### config.mk
export PLATFORM = sky130hd
export DESIGN_NAME = line_position_estimator_top_flat
export DESIGN_NICKNAME = d
export VERILOG_FILES = /design/src/hdl/lpe_pkg.sv /design/src/hdl/lpe_if.sv /design/src/hdl/lpe_front.sv /design/src/hdl/lpe_queue.sv /design/src/hdl/lpe_back.sv /design/src/hdl/line_position_estimator_top.sv /design/src/flat_wrapper.sv
export SDC_FILE = /design/constraint.sdc
export NUM_CORES = 1
export LEC_CHECK = 0
export BUFFER_PORTS_ARGS = -buffer_cell sky130_fd_sc_hd__buf_4
export CAP_MARGIN = 25
export CORE_MARGIN = 2
export CORE_UTILIZATION = 40
export DETAILED_ROUTE_END_ITERATION = 7
export PLACE_DENSITY = 0.58
export SLEW_MARGIN = 30
export SYNTH_ARGS = -nofsm -noshare
export SYNTH_HDL_FRONTEND = slang
export SYNTH_SLANG_ARGS = --single-unit
### constraint.sdc
create_clock -name clk -period 8.9 [get_ports clk]
set_input_delay 1.78 -clock clk [delete_from_list [all_inputs] [get_ports clk]]
set_output_delay 1.78 -clock clk [all_outputs]
set_load 0.02 [all_outputs]
### src/hdl/lpe_pkg.sv
// ----------------------------------------------------------------------------
// lpe_pkg
// Shared types and constants of the line position estimator.
// ----------------------------------------------------------------------------
package lpe_pkg;

    localparam int SAMPLE_W   = 12;
    localparam int STEP_W     = 6;
    localparam int POS_W      = 15;
    localparam int TOTAL_W    = 14;   // sum of three samples
    localparam int WEIGHT_W   = 20;   // sum of sample * weight
    localparam int NUMER_W    = WEIGHT_W + 8;
    localparam int CFG_IDX_W  = 2;
    localparam int CFG_DATA_W = 12;

    localparam int LPE_QUEUE_DEPTH = 2;

    localparam logic [STEP_W-1:0]     STEP_MAX      = 6'd50;
    localparam logic [POS_W-1:0]      FULL_RIGHT_Q8 = 15'd25600;
    localparam logic [POS_W-1:0]      CENTRE_Q8     = 15'd12800;
    localparam logic [POS_W-1:0]      FULL_LEFT_Q8  = 15'd0;
    localparam logic [SAMPLE_W-1:0]   NOISE_RESET   = 12'd200;
    localparam logic [SAMPLE_W-1:0]   TRACK_RESET   = 12'd2000;
    localparam logic [STEP_W-1:0]     STEP_RESET    = 6'd50;

    localparam logic [CFG_IDX_W-1:0] REG_NOISE = 2'd0;
    localparam logic [CFG_IDX_W-1:0] REG_TRACK = 2'd1;
    localparam logic [CFG_IDX_W-1:0] REG_STEP  = 2'd2;

    typedef enum logic [1:0] {
        EDGE_NONE  = 2'd0,
        EDGE_LEFT  = 2'd1,
        EDGE_RIGHT = 2'd2
    } lpe_edge_t;

    typedef enum logic [2:0] {
        ST_IDLE = 3'b001,
        ST_DIV  = 3'b010,
        ST_OUT  = 3'b100
    } lpe_state_t;

    typedef struct packed {
        logic [SAMPLE_W-1:0] noise_threshold;
        logic [SAMPLE_W-1:0] track_threshold;
        logic [STEP_W-1:0]   position_step;
    } lpe_cfg_t;

    // one classified frame waiting for the divider
    typedef struct packed {
        logic [NUMER_W-1:0] numer;
        logic [TOTAL_W-1:0] total;
        logic               frame_ok;
        lpe_edge_t          edge_upd;   // none means keep the stored edge
    } lpe_job_t;

    typedef struct packed {
        logic full;
        logic empty;
    } lpe_qstat_t;

endpackage

### src/hdl/lpe_if.sv
// ----------------------------------------------------------------------------
// lpe_if
// Valid/ready channel interfaces of the line position estimator.
// ----------------------------------------------------------------------------
interface lpe_in_if
    import lpe_pkg::*;
();
    logic                valid;
    logic                ready;
    logic [SAMPLE_W-1:0] sample_left;
    logic [SAMPLE_W-1:0] sample_centre;
    logic [SAMPLE_W-1:0] sample_right;

    modport source (output valid, output sample_left, output sample_centre,
                    output sample_right, input ready);
    modport sink   (input valid, input sample_left, input sample_centre,
                    input sample_right, output ready);
endinterface

interface lpe_out_if
    import lpe_pkg::*;
();
    logic             valid;
    logic             ready;
    logic [POS_W-1:0] position_q8;
    logic             line_seen;

    modport source (output valid, output position_q8, output line_seen, input ready);
    modport sink   (input valid, input position_q8, input line_seen, output ready);
endinterface

interface lpe_cfg_if
    import lpe_pkg::*;
();
    logic                  valid;
    logic                  ready;
    logic [CFG_IDX_W-1:0]  index;
    logic [CFG_DATA_W-1:0] data;

    modport source (output valid, output index, output data, input ready);
    modport sink   (input valid, input index, input data, output ready);
endinterface

### src/hdl/lpe_front.sv
// ----------------------------------------------------------------------------
// lpe_front
// Accepts sample frames, thresholds them and forms the centroid terms.
// ----------------------------------------------------------------------------
module lpe_front
    import lpe_pkg::*;
(
    lpe_in_if.sink      samples,
    input  lpe_cfg_t    cfg,
    input  lpe_qstat_t  qstat,
    output logic        push,
    output lpe_job_t    push_job
);

    logic [STEP_W-1:0]     step;
    logic                  hit_l, hit_c, hit_r;
    logic                  use_l, use_c, use_r;
    logic [SAMPLE_W-1:0]   v_l, v_c, v_r;
    logic [SAMPLE_W+STEP_W-1:0] prod_c, prod_r;
    logic [WEIGHT_W-1:0]   weighted;
    logic [TOTAL_W-1:0]    total;
    logic [1:0]            hits;

    assign samples.ready = !qstat.full;
    assign push          = samples.valid && !qstat.full;

    always_comb
    begin
        step  = (cfg.position_step > STEP_MAX) ? STEP_MAX : cfg.position_step;
        hit_l = samples.sample_left   > cfg.track_threshold;
        hit_c = samples.sample_centre > cfg.track_threshold;
        hit_r = samples.sample_right  > cfg.track_threshold;
        use_l = samples.sample_left   > cfg.noise_threshold;
        use_c = samples.sample_centre > cfg.noise_threshold;
        use_r = samples.sample_right  > cfg.noise_threshold;
        v_l   = use_l ? samples.sample_left   : '0;
        v_c   = use_c ? samples.sample_centre : '0;
        v_r   = use_r ? samples.sample_right  : '0;

        // weights 0, step and 2*step
        prod_c   = v_c * step;
        prod_r   = v_r * step;
        weighted = WEIGHT_W'(prod_c) + WEIGHT_W'({prod_r, 1'b0});
        total    = TOTAL_W'(v_l) + TOTAL_W'(v_c) + TOTAL_W'(v_r);
        hits     = 2'(hit_l) + 2'(hit_c) + 2'(hit_r);

        push_job.numer    = {weighted, 8'd0};
        push_job.total    = total;
        push_job.frame_ok = (hits != 2'd0) && (total != '0);
        if (hits == 2'd1 && hit_l)
        begin
            push_job.edge_upd = EDGE_LEFT;
        end
        else if (hits == 2'd1 && hit_r)
        begin
            push_job.edge_upd = EDGE_RIGHT;
        end
        else
        begin
            push_job.edge_upd = EDGE_NONE;
        end
    end

endmodule

### src/hdl/lpe_queue.sv
// ----------------------------------------------------------------------------
// lpe_queue
// Short job queue between the classifying front and the dividing back.
// ----------------------------------------------------------------------------
module lpe_queue
    import lpe_pkg::*;
#(
    parameter int DEPTH = LPE_QUEUE_DEPTH
)
(
    input  logic        clk,
    input  logic        rst_n,
    input  logic        push,
    input  lpe_job_t    push_job,
    input  logic        pop,
    output lpe_job_t    pop_job,
    output lpe_qstat_t  qstat
);

    localparam int PTR_W = (DEPTH > 1) ? $clog2(DEPTH) : 1;
    localparam int CNT_W = $clog2(DEPTH + 1);
    localparam logic [PTR_W-1:0] LAST_PTR = PTR_W'(DEPTH - 1);
    localparam logic [CNT_W-1:0] FULL_CNT = CNT_W'(DEPTH);

    lpe_job_t          mem [DEPTH];
    logic [PTR_W-1:0]  wr_ptr_reg, wr_ptr_next;
    logic [PTR_W-1:0]  rd_ptr_reg, rd_ptr_next;
    logic [CNT_W-1:0]  count_reg, count_next;

    assign qstat.full  = (count_reg == FULL_CNT);
    assign qstat.empty = (count_reg == '0);
    assign pop_job     = mem[rd_ptr_reg];

    always_comb
    begin
        wr_ptr_next = wr_ptr_reg;
        rd_ptr_next = rd_ptr_reg;
        count_next  = count_reg;
        if (push)
        begin
            wr_ptr_next = (wr_ptr_reg == LAST_PTR) ? '0 : wr_ptr_reg + 1'b1;
        end
        if (pop)
        begin
            rd_ptr_next = (rd_ptr_reg == LAST_PTR) ? '0 : rd_ptr_reg + 1'b1;
        end
        if (push && !pop)
        begin
            count_next = count_reg + 1'b1;
        end
        else if (pop && !push)
        begin
            count_next = count_reg - 1'b1;
        end
    end

    always_ff @(posedge clk)
    begin
        if (push)
        begin
            mem[wr_ptr_reg] <= push_job;
        end
    end

    always_ff @(posedge clk or negedge rst_n)
    begin
        if (!rst_n)
        begin
            wr_ptr_reg <= '0;
            rd_ptr_reg <= '0;
            count_reg  <= '0;
        end
        else
        begin
            wr_ptr_reg <= wr_ptr_next;
            rd_ptr_reg <= rd_ptr_next;
            count_reg  <= count_next;
        end
    end

endmodule

### src/hdl/lpe_back.sv
// ----------------------------------------------------------------------------
// lpe_back
// Bit-serial divider, edge memory and result register.
// ----------------------------------------------------------------------------
module lpe_back
    import lpe_pkg::*;
(
    input  logic        clk,
    input  logic        rst_n,
    input  lpe_qstat_t  qstat,
    input  lpe_job_t    pop_job,
    output logic        pop,
    lpe_out_if.source   result
);

    localparam int CNT_W = $clog2(NUMER_W);
    localparam logic [CNT_W-1:0] LAST_STEP = CNT_W'(NUMER_W - 1);

    lpe_state_t          state_reg, state_next;
    logic [CNT_W-1:0]    cnt_reg, cnt_next;
    logic [TOTAL_W-1:0]  rem_reg, rem_next;
    logic [NUMER_W-1:0]  dq_reg, dq_next;
    logic [TOTAL_W-1:0]  denom_reg, denom_next;
    lpe_edge_t           upd_reg, upd_next;
    lpe_edge_t           edge_reg, edge_next;
    logic [POS_W-1:0]    held_reg, held_next;
    logic [POS_W-1:0]    pos_reg, pos_next;
    logic                seen_reg, seen_next;
    logic [TOTAL_W:0]    trial;
    logic                qbit;
    logic [NUMER_W-1:0]  quot_full;
    logic [POS_W-1:0]    lost_pos;
    logic [POS_W-1:0]    quot_pos;

    assign result.valid       = (state_reg == ST_OUT);
    assign result.position_q8 = pos_reg;
    assign result.line_seen   = seen_reg;
    assign pop                = (state_reg == ST_IDLE) && !qstat.empty;

    always_comb
    begin
        // restoring division step: shift in one dividend bit
        trial     = {rem_reg, dq_reg[NUMER_W-1]};
        qbit      = (trial >= {1'b0, denom_reg});
        quot_full = {dq_reg[NUMER_W-2:0], qbit};

        unique case (edge_reg)
            EDGE_LEFT:  lost_pos = FULL_LEFT_Q8;
            EDGE_RIGHT: lost_pos = FULL_RIGHT_Q8;
            default:    lost_pos = held_reg;
        endcase

        if (quot_full[NUMER_W-1:POS_W] != '0 || quot_full[POS_W-1:0] > FULL_RIGHT_Q8)
        begin
            quot_pos = FULL_RIGHT_Q8;
        end
        else
        begin
            quot_pos = quot_full[POS_W-1:0];
        end
    end

    always_comb
    begin
        state_next = state_reg;
        cnt_next   = cnt_reg;
        rem_next   = rem_reg;
        dq_next    = dq_reg;
        denom_next = denom_reg;
        upd_next   = upd_reg;
        edge_next  = edge_reg;
        held_next  = held_reg;
        pos_next   = pos_reg;
        seen_next  = seen_reg;

        unique case (state_reg)
            ST_IDLE:
            begin
                if (!qstat.empty)
                begin
                    if (pop_job.frame_ok)
                    begin
                        cnt_next   = '0;
                        rem_next   = '0;
                        dq_next    = pop_job.numer;
                        denom_next = pop_job.total;
                        upd_next   = pop_job.edge_upd;
                        state_next = ST_DIV;
                    end
                    else
                    begin
                        pos_next   = lost_pos;
                        seen_next  = 1'b0;
                        state_next = ST_OUT;
                    end
                end
            end
            ST_DIV:
            begin
                rem_next = qbit ? TOTAL_W'(trial - {1'b0, denom_reg}) : trial[TOTAL_W-1:0];
                dq_next  = quot_full;
                cnt_next = cnt_reg + 1'b1;
                if (cnt_reg == LAST_STEP)
                begin
                    pos_next   = quot_pos;
                    held_next  = quot_pos;
                    seen_next  = 1'b1;
                    if (upd_reg != EDGE_NONE)
                    begin
                        edge_next = upd_reg;
                    end
                    state_next = ST_OUT;
                end
            end
            ST_OUT:
            begin
                if (result.ready)
                begin
                    state_next = ST_IDLE;
                end
            end
            default:
            begin
                state_next = ST_IDLE;
            end
        endcase
    end

    always_ff @(posedge clk)
    begin
        cnt_reg   <= cnt_next;
        rem_reg   <= rem_next;
        dq_reg    <= dq_next;
        denom_reg <= denom_next;
        upd_reg   <= upd_next;
        pos_reg   <= pos_next;
        seen_reg  <= seen_next;
    end

    always_ff @(posedge clk or negedge rst_n)
    begin
        if (!rst_n)
        begin
            state_reg <= ST_IDLE;
            edge_reg  <= EDGE_NONE;
            held_reg  <= CENTRE_Q8;
        end
        else
        begin
            state_reg <= state_next;
            edge_reg  <= edge_next;
            held_reg  <= held_next;
        end
    end

endmodule

### src/hdl/line_position_estimator_top.sv
// ----------------------------------------------------------------------------
// line_position_estimator_top
// Weighted-centroid line position from three reflectance sensors.
//
//   channel   dir   payload                                   transaction
//   samples   in    sample_left, sample_centre, sample_right  valid && ready
//   result    out   position_q8, line_seen                    valid && ready
//   cfg       in    index, data                               valid && ready
//
// a frame that sees the line goes from the queue through the pop in ST_IDLE,
// 28 divider steps in ST_DIV and the handoff in ST_OUT; the bit-serial
// divider in the back end is the long part. a lost frame skips ST_DIV.
// the front keeps taking frames into the queue while a result waits, until it is full.
// reset clears the queue, the edge memory and loads the centre position.
// ----------------------------------------------------------------------------
module line_position_estimator_top
    import lpe_pkg::*;
#(
    parameter int QUEUE_DEPTH = LPE_QUEUE_DEPTH
)
(
    input  logic        clk,
    input  logic        rst_n,
    lpe_cfg_if.sink     cfg,
    lpe_in_if.sink      samples,
    lpe_out_if.source   result
);

    lpe_cfg_t   cfg_reg;
    lpe_qstat_t qstat;
    lpe_job_t   push_job;
    lpe_job_t   pop_job;
    logic       push;
    logic       pop;

    assign cfg.ready = 1'b1;

    always_ff @(posedge clk or negedge rst_n)
    begin
        if (!rst_n)
        begin
            cfg_reg.noise_threshold <= NOISE_RESET;
            cfg_reg.track_threshold <= TRACK_RESET;
            cfg_reg.position_step   <= STEP_RESET;
        end
        else if (cfg.valid)
        begin
            unique case (cfg.index)
                REG_NOISE: cfg_reg.noise_threshold <= cfg.data;
                REG_TRACK: cfg_reg.track_threshold <= cfg.data;
                REG_STEP:  cfg_reg.position_step   <= cfg.data[STEP_W-1:0];
                default:   ;
            endcase
        end
    end

    lpe_front u_front (
        .samples  (samples),
        .cfg      (cfg_reg),
        .qstat    (qstat),
        .push     (push),
        .push_job (push_job)
    );

    lpe_queue #(
        .DEPTH (QUEUE_DEPTH)
    ) u_queue (
        .clk      (clk),
        .rst_n    (rst_n),
        .push     (push),
        .push_job (push_job),
        .pop      (pop),
        .pop_job  (pop_job),
        .qstat    (qstat)
    );

    lpe_back u_back (
        .clk     (clk),
        .rst_n   (rst_n),
        .qstat   (qstat),
        .pop_job (pop_job),
        .pop     (pop),
        .result  (result)
    );

    a_no_push_full: assert property (@(posedge clk) disable iff (!rst_n)
        push |-> !qstat.full)
        else $error("queue written while full");

    a_no_pop_empty: assert property (@(posedge clk) disable iff (!rst_n)
        pop |-> !qstat.empty)
        else $error("queue read while empty");

    a_pos_range: assert property (@(posedge clk) disable iff (!rst_n)
        result.valid |-> (result.position_q8 <= FULL_RIGHT_Q8))
        else $error("position above full right");

    a_pop_after_result: assert property (@(posedge clk) disable iff (!rst_n)
        (result.valid && result.ready) |=> !result.valid)
        else $error("result shown again after its transaction");

endmodule

### src/flat_wrapper.sv
// flat-port wrapper written by rule: the top's interface ports become plain ports
module line_position_estimator_top_flat import lpe_pkg::*;
#(
    parameter int QUEUE_DEPTH = LPE_QUEUE_DEPTH
)
  (clk, rst_n, cfg_valid, cfg_index, cfg_data, cfg_ready, samples_valid, samples_sample_left, samples_sample_centre, samples_sample_right, samples_ready, result_valid, result_position_q8, result_line_seen, result_ready);
  lpe_cfg_if cfg_i ();
  lpe_in_if samples_i ();
  lpe_out_if result_i ();
  input  logic clk;
  input  logic rst_n;
  input wire logic [$bits(cfg_i.valid)-1:0] cfg_valid;
  input wire logic [$bits(cfg_i.index)-1:0] cfg_index;
  input wire logic [$bits(cfg_i.data)-1:0] cfg_data;
  output wire logic [$bits(cfg_i.ready)-1:0] cfg_ready;
  input wire logic [$bits(samples_i.valid)-1:0] samples_valid;
  input wire logic [$bits(samples_i.sample_left)-1:0] samples_sample_left;
  input wire logic [$bits(samples_i.sample_centre)-1:0] samples_sample_centre;
  input wire logic [$bits(samples_i.sample_right)-1:0] samples_sample_right;
  output wire logic [$bits(samples_i.ready)-1:0] samples_ready;
  output wire logic [$bits(result_i.valid)-1:0] result_valid;
  output wire logic [$bits(result_i.position_q8)-1:0] result_position_q8;
  output wire logic [$bits(result_i.line_seen)-1:0] result_line_seen;
  input wire logic [$bits(result_i.ready)-1:0] result_ready;
  assign cfg_i.valid = cfg_valid;
  assign cfg_i.index = cfg_index;
  assign cfg_i.data = cfg_data;
  assign cfg_ready = cfg_i.ready;
  assign samples_i.valid = samples_valid;
  assign samples_i.sample_left = samples_sample_left;
  assign samples_i.sample_centre = samples_sample_centre;
  assign samples_i.sample_right = samples_sample_right;
  assign samples_ready = samples_i.ready;
  assign result_valid = result_i.valid;
  assign result_position_q8 = result_i.position_q8;
  assign result_line_seen = result_i.line_seen;
  assign result_i.ready = result_ready;
  line_position_estimator_top #(.QUEUE_DEPTH(QUEUE_DEPTH)) u_core (.clk(clk), .rst_n(rst_n), .cfg(cfg_i), .samples(samples_i), .result(result_i));
endmodule
==> impl_metrics.ini, run 1 <==
[die]
die_w_um = 205
die_y_um = 205
num_io_pins = 74
core-area_um2 = 39800
rows = 73
dieArea_um2 = 42200
start_util = 0.407

[synthesis]
ys_seq_elements = 207
synth_top_cell_area_share = 0.283
yosys.area_share.adder = 0.261
synth_edf_count = 153
synthMostInstantiatedCell = inv_1
yosys-top-cells-area = edfxtp_1 28%, fa_1 14%, ha_1 12%, dfrtp_1 5.9%, inv_1 4.4%
synth.avg_cell_area_um2 = 10.6
yosysUniqueCellTypes = 65
syn_area_um2 = 16200
yosys.area_share.simple = 0.136
synth_top_area_cell = edfxtp_1
synthMuxAreaShare = 0.0435
syn_inst = 1532
synthFlopType = edfxtp_1
yosysSeqAreaShare = 0.368
synth-xor-area-share = 0.0291
synthTopCellsByCount = 188 x inv_1, 159 x ha_1, 153 x edfxtp_1
synth_top_family_by_area = adder cells
async_flop_share = 0.261
syn_nets = 1858
ys_warn_count = 0
synth-compound-area-share = 0.108

[setup_path]
endpoint_kind = flip-flop
reg2reg_to = u_core.u_queue.mem[0][33]$_DFFE_PP_
cp-start-kind = primary input
arrival_ns = 8.65
rr_startpoint = u_core.cfg_reg[24]$_DFFE_PN1P_
cp_max_fo = 10
path_delay_family = adder cells
crit_slowest_cell = fa_1
regToRegSetupSlack_ns = 1.31
critPathRequiredTime_ns = 9.18
critPathKind = in2reg
path_buf_inv = 5
slowest_delay_ns = 0.53
timing.reg2reg.worst_path_depth = 30

[sta]
period_needed_ns = 8.37
hold_viol = 0
relSlewSlack = 0.443
worst_clock_skew_ns = 0.0148
worstMarginPinSlew_ns = 0.832
grt_setup_unrepaired = no
layout_worst_path_cycle_share = 0.940
final_max_slew_viol_count = 0
fmax_ghz = 0.120
setup_viol = 0

[power]
peakVddDrop_v = 0.000188
powerDensity_nw_per_um2 = 352
p_leak_nw = 8.36
power_mw = 6.46

[job]
max_cap_violations = 0

[route]
drt_pass1_iterations = 5
vias = 11100
routedWlPerCell_um = 16.8
ant_nets = 0
drt-total-wl_um = 36400
avgViaCountPerCell = 5.12
drcViolationCount = 0
drt-initial-drc-count = 413

[cts]
ctsHtreeMaxLevel = 1
clockRootBuffer = clkbuf_16
cts_buffers = 24
post_cts_buffers = 0
post_cts_resized = 0
tritoncts = done
holdBufCountCts = 0
clock_path_buffers = 3
clk_transition_reported_paths_ns = 0.06
clock_latency_ns = 0.54
cts.sinks = 207

[layout]
area_growth_pct = 13.3
n_antenna_cell = 0
largest_register_ff_count = 74
drive_gt1_frac = 0.130
postLayoutCellArea_um2 = 18400
nFillCells = 3800
nets = 1948
stdcell_count = 2165

[grt]
grt_pass1_vias = 11400
antenna_found_initial = 0
grt_pass1_wl_um = 59300
grt_start_max_net_pins = 55
gr-usage-all-layers = 0.177
grt-ovfl-total = 0

[worst_hold_path]
holdPathEnd = u_core.u_back.held_reg[13]$_DFFE_PN1P_
min_path_type = reg2reg
hold_start = u_core.u_back.held_reg[13]$_DFFE_PN1P_
min_path_cells = 2

[place]
io_buffers = 72
gp_congestion = 0.902
hpwl_um = 28700
dpl_cell_area_um2 = 17500
placed_cells = 2121

[run_status]
outcome = finished clean
-- worst max-delay path by stage --
stage | start | end | slack (ns) | cells after the start
3_3_place_gp | samples_sample_right[6] | u_core.u_queue.mem[0][33]$_DFFE_PP_ | 0.18 | 29
6_report | samples_sample_right[6] | u_core.u_queue.mem[0][33]$_DFFE_PP_ | 0.53 | 30
3_5_place_dp | samples_sample_right[6] | u_core.u_queue.mem[0][33]$_DFFE_PP_ | -0.03 | 30
5_1_grt | samples_sample_right[6] | u_core.u_queue.mem[0][33]$_DFFE_PP_ | 0.004 | 29
2_1_floorplan | samples_sample_right[5] | u_core.u_queue.mem[0][33]$_DFFE_PP_ | 0.35 | 29
4_1_cts | samples_sample_right[6] | u_core.u_queue.mem[0][33]$_DFFE_PP_ | 0.53 | 30
-- per-stage QoR --
step           TNS (ns)   util  hold WS [ns]  setup WS (ns)
2_1_floorplan         0      -         0.446          0.347
3_3_place_gp          0  0.440         0.453          0.180
3_5_place_dp    -0.0509  0.440         0.463        -0.0255
4_1_cts               0  0.461         0.472          0.527
5_1_grt               0  0.461         0.499        0.00411
6_report              0  0.461         0.467          0.532
-- routing by layer --
| layer | global-route usage | part of all wire | vias up |
|---|---|---|---|
| li1 | - | - | 5484 |
| met1 | 0.238 | 0.46 | 5330 |
| met2 | 0.297 | 0.47 | 195 |
| met3 | 0.0214 | 0.033 | 71 |
| met4 | 0.0552 | 0.033 | 0 |
| met5 | 0 | 0 | - |
-- cell usage in the layout, fill, tap and decap left out, types with 7 or more instances in the layout --
cell and count:
or3_1 8, nor4_1 7, edfxtp_1 153, a21oi_1 65, a22o_1 22, ha_1 159
and2_1 93, o21bai_1 9, nor3_1 19, nand2b_1 12, o21a_1 14, dfstp_2 16
xnor2_1 36, o21ai_0 64, a211oi_1 16, xor2_1 16, clkbuf_16 24, fa_1 112
nand2_1 122, and3_1 38, mux2_2 36, o21ai_1 11, mux2i_1 30, dfrtp_1 37
nand4_1 20, nor2_1 62, buf_4 105, inv_1 188, nor2b_1 14, a21o_1 33
nand3_1 19
-- cells by family after synthesis --
logic type | count (synthesis)
xor+xnor | 53
compound gates | 272
simple gates | 431
other cells | 1
flops | 207
fa+ha+maj | 271
buf+inv | 231
mux | 66
-- power by group --
group	leakage (nW)	internal [mW]	switching [mW]	total [mW]
combinational	5.87	1.52	2.05	3.57
clock	0.402	0.601	0.399	0.999
sequential	2.09	1.73	0.167	1.89
total	8.36	3.85	2.61	6.46
-- worst reg2reg max path, delay by kind of cell, from the launching register on --
| kind | cells | cell delay (ns) |
|---|---|---|
| AOI/OAI and AO/OA | 12 | 2.23 |
| xor gates and xnor gates | 2 | 0.28 |
| adders and majority gates | 7 | 2.79 |
| buffers and inverters | 5 | 0.61 |
| DFF | 1 | 0.51 |
| and+or+nand+nor | 4 | 0.92 |
-- layout make-up --
class	instances	area, um^2	share of cell area
Clock buffer	32	684	0.0373
Multi-Input combinational cell	1094	9400	0.512
Timing Repair Buffer	106	816	0.0444
Tap cell	525	657	0.0358
Inverter	189	709	0.0386
Sequential cell	207	5970	0.325
Clock inverter	12	133	0.00722
No activity file was read; power rests on OpenSTA's default activity.
==> run 2, diff against run 1 <==
ABC_AREA = 1   (was default)
==> run 2 against run 1 <==
Net effect:
- global-route usage increased by 0.89 points
- die area increased by 3.2%
- non-clock buffer count decreased by 24
- critical endpoint is now u_core.u_queue.mem[1][36]$_DFFE_PP_
- count of clock-buffer cells in the layout decreased by 2
- largest cell class unchanged
- maximum frequency is 7.9% higher
- utilization decreased by 0.69 points
- design area increased by 1.7%
- sequential power is 3% lower
- worst hold slack better by 0.00073 ns
- critical path type unchanged
- sequential cell count is the same
- combinational power is 10% lower
==> impl_metrics.ini, run 2 <==
[die]
dieArea_um2 = 43500
die_y_um = 209
core-area_um2 = 41100
start_util = 0.407
die_w_um = 209
num_io_pins = 74
rows = 74

[cts]
post_cts_buffers = 0
clock_latency_ns = 0.55
holdBufCountCts = 0
clk_transition_reported_paths_ns = 0.06
ctsHtreeMaxLevel = 1
tritoncts = done
cts.sinks = 207
post_cts_resized = 0
clockRootBuffer = clkbuf_16
cts_buffers = 23
clock_path_buffers = 3

[sta]
worstMarginPinSlew_ns = 0.972
grt_setup_unrepaired = no
setup_viol = 0
fmax_ghz = 0.129
relSlewSlack = 0.347
worst_clock_skew_ns = 0.0121
period_needed_ns = 7.75
final_max_slew_viol_count = 0
layout_worst_path_cycle_share = 0.871
hold_viol = 0
setup_tns_ns = 0

[synthesis]
yosys-top-cells-area = edfxtp_1 27%, fa_1 13%, ha_1 12%, nand2_1 10%, inv_1 7.8%
syn_nets = 2265
async_flop_share = 0.261
synthMostInstantiatedCell = nand2_1
syn_inst = 1939
synthFlopType = edfxtp_1
ys_seq_elements = 207
synth_top_cell_area_share = 0.274
synthTopCellsByCount = 445 x nand2_1, 349 x inv_1, 188 x nor2_1
syn_area_um2 = 16700
synth_top_area_cell = edfxtp_1
ys_warn_count = 0
synth.avg_cell_area_um2 = 8.64
yosysUniqueCellTypes = 50
yosysSeqAreaShare = 0.356
synth_edf_count = 153

[setup_path]
reg2reg_to = u_core.u_queue.mem[1][36]$_DFFE_PP_
cpMostUsedCell = nand2_1
startpoint = samples_sample_right[7]
critPathRequiredTime_ns = 9.16
arrival_ns = 8.02
regToRegSetupSlack_ns = 1.88
timing.reg2reg.worst_path_depth = 31
endpoint_kind = flip-flop
path_delay_family = adder cells
critPathKind = in2reg
cp-start-kind = primary input
cp_max_fo = 11
rr_startpoint = u_core.cfg_reg[25]$_DFFE_PN1P_
slowest_delay_ns = 0.54
crit_slowest_cell = fa_1
path_buf_inv = 5

[job]
max_cap_violations = 0

[power]
peakVddDrop_v = 0.000180
power_mw = 6.00
powerDensity_nw_per_um2 = 321
p_leak_nw = 9.04

[place]
gp_congestion = 0.929
dpl_cell_area_um2 = 17900
io_buffers = 72
hpwl_um = 31000
placed_cells = 2511

[layout]
nets = 2330
drive_gt1_frac = 0.0866
nFillCells = 4085
final_cell_mix = 445 x nand2_1, 349 x inv_1, 186 x nor2_1, 159 x ha_1, 153 x edfxtp_1
stdcell_count = 2553
postLayoutCellArea_um2 = 18700
n_antenna_cell = 0
largest_register_ff_count = 74
final_common_cell = nand2_1
fin_util = 0.454
area_growth_pct = 11.5

[worst_hold_path]
holdPathEnd = u_core.u_back.held_reg[12]$_DFFE_PN1P_
min_path_type = reg2reg
hold_start = u_core.u_back.held_reg[12]$_DFFE_PN1P_
min_path_cells = 2

[route]
routedWlPerCell_um = 15.4
ant_nets = 0
drt_pass1_iterations = 5
drcViolationCount = 0
drt-total-wl_um = 39300
vias = 12700
avgViaCountPerCell = 4.97
drt-initial-drc-count = 593

[grt]
antenna_found_initial = 0
use_met2 = 0.328
grt_start_max_net_pins = 55
met3_usage = 0.0225
grt-ovfl-total = 0
grt_pass1_vias = 13100
busiest_layer = met2
met1_usage = 0.241
gr-usage-all-layers = 0.185
grt_pass1_wl_um = 65500

[run_status]
outcome = finished clean
[run 2: changes by cell type after synthesis, moves of 38 or more]
cell,previous run,this run
nand2_1,122,445
inv_1,188,349
nor2_1,63,188
and2_1,93,0
nand3_1,19,67
and3_1,38,0
[run 2: stage by stage]
stage	hold slack, ns	setup slack, ns
global placement	0.459	0.713
finish	0.467	1.15
floorplan	0.448	1.46
CTS	0.470	1.19
global route	0.481	0.493
detailed placement	0.459	0.620
[run 2: worst max path at each step]
| stage | endpoint | slack [ns] | depth (start not counted) |
|---|---|---|---|
| CTS | u_core.u_queue.mem[1][33]$_DFFE_PP_ | 1.19 | 29 |
| global route | u_core.u_queue.mem[0][35]$_DFFE_PP_ | 0.49 | 31 |
| finish | u_core.u_queue.mem[1][36]$_DFFE_PP_ | 1.15 | 31 |
| detailed placement | u_core.u_queue.mem[1][33]$_DFFE_PP_ | 0.62 | 29 |
| global placement | u_core.u_queue.mem[0][33]$_DFFE_PP_ | 0.71 | 29 |
| floorplan | u_core.u_queue.mem[0][33]$_DFFE_PP_ | 1.46 | 29 |
[run 2: per-layer routing]
metal	wire, um	up-vias
met2	19100	225
li1	-	6364
met4	958	0
met1	17800	6041
met3	1440	57
met5	0	-
[run 2: logic make-up after synthesis]
| logic type | Yosys count | share of synthesized area |
|---|---|---|
| XOR/XNOR | 42 | 0.0220 |
| AND/OR/NAND/NOR | 785 | 0.198 |
| flip-flops | 207 | 0.356 |
| multiplexers | 4 | 0.00239 |
| adder cells (fa/ha/maj) | 271 | 0.253 |
| AO/OA/AOI/OAI | 233 | 0.0770 |
| other | 1 | 0.000224 |
| buffers and inverters | 396 | 0.0915 |
[run 2: layout make-up]
| type | count | area [um^2] | share of cell area |
|---|---|---|---|
| Clock buffer | 30 | 622 | 0.0333 |
| Clock inverter | 12 | 134 | 0.00717 |
| Inverter | 354 | 1330 | 0.0712 |
| Multi-Input combinational cell | 1336 | 9280 | 0.497 |
| Sequential cell | 207 | 5970 | 0.319 |
| Tap cell | 532 | 666 | 0.0356 |
| Timing Repair Buffer | 82 | 676 | 0.0362 |
[run 2: tightest hold or removal path, delay by kind of cell (launching register included)]
family	cells	cell delay [ns]
and+or+nand+nor	2	0.10
DFF	1	0.37
[run 2: power breakdown]
| part | internal (mW) | switching, mW |
|---|---|---|
| clock network | 0.556 | 0.409 |
| logic | 1.13 | 2.09 |
| registers | 1.68 | 0.149 |
| total | 3.36 | 2.64 |
==> run 3, diff against run 2 <==
ABC_AREA = default   (was 1)
BUFFER_PORTS_ARGS = default   (was -buffer_cell sky130_fd_sc_hd__buf_4)
DONT_BUFFER_PORTS = 1   (was default)
PLACE_DENSITY = 0.56   (was 0.58)
==> run 3 against run 2 <==
Net effect:
- maximum frequency shrank 6.3%
- sequential cell count is the same
- sequential power grew 5%
- die area shrank 3.1%
- worst setup slack lost 0.52 ns
- clock power shrank 0.9%
- total power grew 4.3%
- utilization shrank 1.1 points
- clock skew grew 0.0051 ns
- critical path type unchanged
- largest power group unchanged
==> impl_metrics.ini, run 3 (same netlist as run 1, synthesis figures left out) <==
[sta]
final_max_slew_viol_count = 0
layout_worst_path_cycle_share = 0.930
grt_setup_unrepaired = no
worstMarginPinSlew_ns = 0.890
fmax_ghz = 0.121
fin_ws_ns = 0.627
setup_viol = 0
setup_tns_ns = 0
period_needed_ns = 8.27
relSlewSlack = 0.405
worst_clock_skew_ns = 0.0172
hold_viol = 0
whs_ns = 0.464

[job]
max_cap_violations = 0

[power]
p_leak_nw = 7.91
p_int_mw = 3.68
peakVddDrop_v = 0.000215
power_frac_seq = 0.309
switching_share = 0.412
power.switching_mw = 2.58
powerDensity_nw_per_um2 = 354
p_comb_frac = 0.538
pwr-share-clk = 0.153

[cts]
clk_transition_reported_paths_ns = 0.06
holdBufCountCts = 0
ctsHtreeMaxLevel = 1
tritoncts = done
post_cts_buffers = 0
clockRootBuffer = clkbuf_16
post_cts_resized = 0
clock_latency_ns = 0.54
cts_buffers = 24
cts.sinks = 207
clock_path_buffers = 3

[setup_path]
reg2reg_to = u_core.u_queue.mem[0][33]$_DFFE_PP_
timing.reg2reg.worst_path_depth = 30
slowest_delay_ns = 0.54
critPathKind = in2reg
startpoint = samples_sample_right[5]
rr_startpoint = u_core.cfg_reg[25]$_DFFE_PN1P_
cp_max_fo = 10
crit_slowest_cell = fa_1
cp-start-kind = primary input
arrival_ns = 8.54
regToRegSetupSlack_ns = 1.23
worstSetupEndpoint = u_core.u_queue.mem[0][33]$_DFFE_PP_
path_buf_inv = 4
endpoint_kind = flip-flop
cp.depth = 30
path_delay_family = compound AO/OA/AOI/OAI gates
critPathRequiredTime_ns = 9.17

[die]
rows = 73
num_io_pins = 74
core-area_um2 = 39800
start_util = 0.407
die_w_um = 205
die_y_um = 205
dieArea_um2 = 42200

[route]
drt_pass1_iterations = 6
drt-initial-drc-count = 460
vias = 10700
routedWlPerCell_um = 17.6
drt-total-wl_um = 36600
drcViolationCount = 0
avgViaCountPerCell = 5.17
ant_nets = 0

[layout]
nets = 1860
fin_util = 0.443
final_common_cell = inv_1
n_antenna_cell = 0
drive_gt1_frac = 0.0767
final_cell_mix = 188 x inv_1, 159 x ha_1, 153 x edfxtp_1, 122 x nand2_1, 112 x fa_1
nFillCells = 3869
largest_register_ff_count = 74
area_growth_pct = 8.94

[grt]
grt_pass1_vias = 10900
grt_pass1_wl_um = 58500
antenna_found_initial = 0
grt-ovfl-total = 0
grt_start_max_net_pins = 55
gr-usage-all-layers = 0.177

[run_status]
outcome = finished clean

[place]
hpwl_um = 28500
io_buffers = 0
gp_congestion = 0.845
place_ws_ns = -0.158

[worst_hold_path]
min_path_type = reg2reg
-- run 3: cell count changes in the layout (fill, tap and decap cells not counted), sizes merged, moves of 26 or more --
cell / delta
nand2: -331
inv: -162
nor2: -138
and2: +93
buf: -64
nand3: -52
and3: +38
mux2: +36
a21o: +30
a21oi: -26
mux2i: +26
-- run 3: stage by stage --
| step | area (um^2) | power (mW) | cells |
|---|---|---|---|
| after global routing | 17700 | 6.88 | 2077 |
| after detailed placement | 16900 | 5.33 | 2033 |
| final | 17700 | 6.26 | 2077 |
| after global placement | 16900 | 5.26 | 2032 |
| after floorplan | 16200 | 4.55 | 1532 |
| after CTS | 17600 | 6.33 | 2077 |
-- run 3: cell type report --
class                   count  area (um^2)  share of cell area
clock buffers              30          623              0.0353
clock inverters            14          139             0.00786
inverters                 189          709              0.0402
multi-input cells        1094         9410               0.533
flip-flops and latches    207         5970               0.338
well taps                 525          657              0.0372
repair buffers             18          155             0.00879
-- run 3: per-layer routing --
metal / vias to the layer above / routed length [um] / track usage
met1: 5222 / 16800 / 0.234
met5: - / 0 / 0
met2: 152 / 17300 / 0.298
met3: 53 / 1590 / 0.0344
li1: 5317 / - / -
met4: 0 / 908 / 0.0445
-- run 3: power by group through the flow --
stage | clock network (mW) | registers (mW) | logic, mW
floorplan | 0 | 1.90 | 2.65
global placement | 0 | 1.95 | 3.31
detailed placement | 0 | 1.96 | 3.37
CTS | 0.984 | 1.94 | 3.40
global route | 1.02 | 1.98 | 3.88
finish | 0.956 | 1.93 | 3.37
-- run 3: worst register-to-register path: cells and delay by family (launching register included) --
kind,cells,cell delay (ns)
buffers and inverters,5,0.63
and+or+nand+nor,4,0.90
AOI/OAI and AO/OA,12,2.24
DFF,1,0.51
xor gates and xnor gates,2,0.30
adders and majority gates,7,2.81
-- run 3: worst min-delay path by stage --
stage | slack, ns | endpoint | from | cells past startpoint
after floorplan | 0.45 | u_core.u_back.held_reg[13]$_DFFE_PN1P_ | u_core.u_back.held_reg[13]$_DFFE_PN1P_ | 2
after global placement | 0.45 | u_core.u_back.held_reg[13]$_DFFE_PN1P_ | u_core.u_back.held_reg[13]$_DFFE_PN1P_ | 2
after detailed placement | 0.46 | u_core.u_back.held_reg[13]$_DFFE_PN1P_ | u_core.u_back.held_reg[13]$_DFFE_PN1P_ | 2
after CTS | 0.47 | u_core.u_back.held_reg[13]$_DFFE_PN1P_ | u_core.u_back.held_reg[13]$_DFFE_PN1P_ | 2
after global routing | 0.48 | u_core.u_back.held_reg[13]$_DFFE_PN1P_ | u_core.u_back.held_reg[13]$_DFFE_PN1P_ | 2
final | 0.46 | u_core.u_back.held_reg[13]$_DFFE_PN1P_ | u_core.u_back.held_reg[13]$_DFFE_PN1P_ | 2
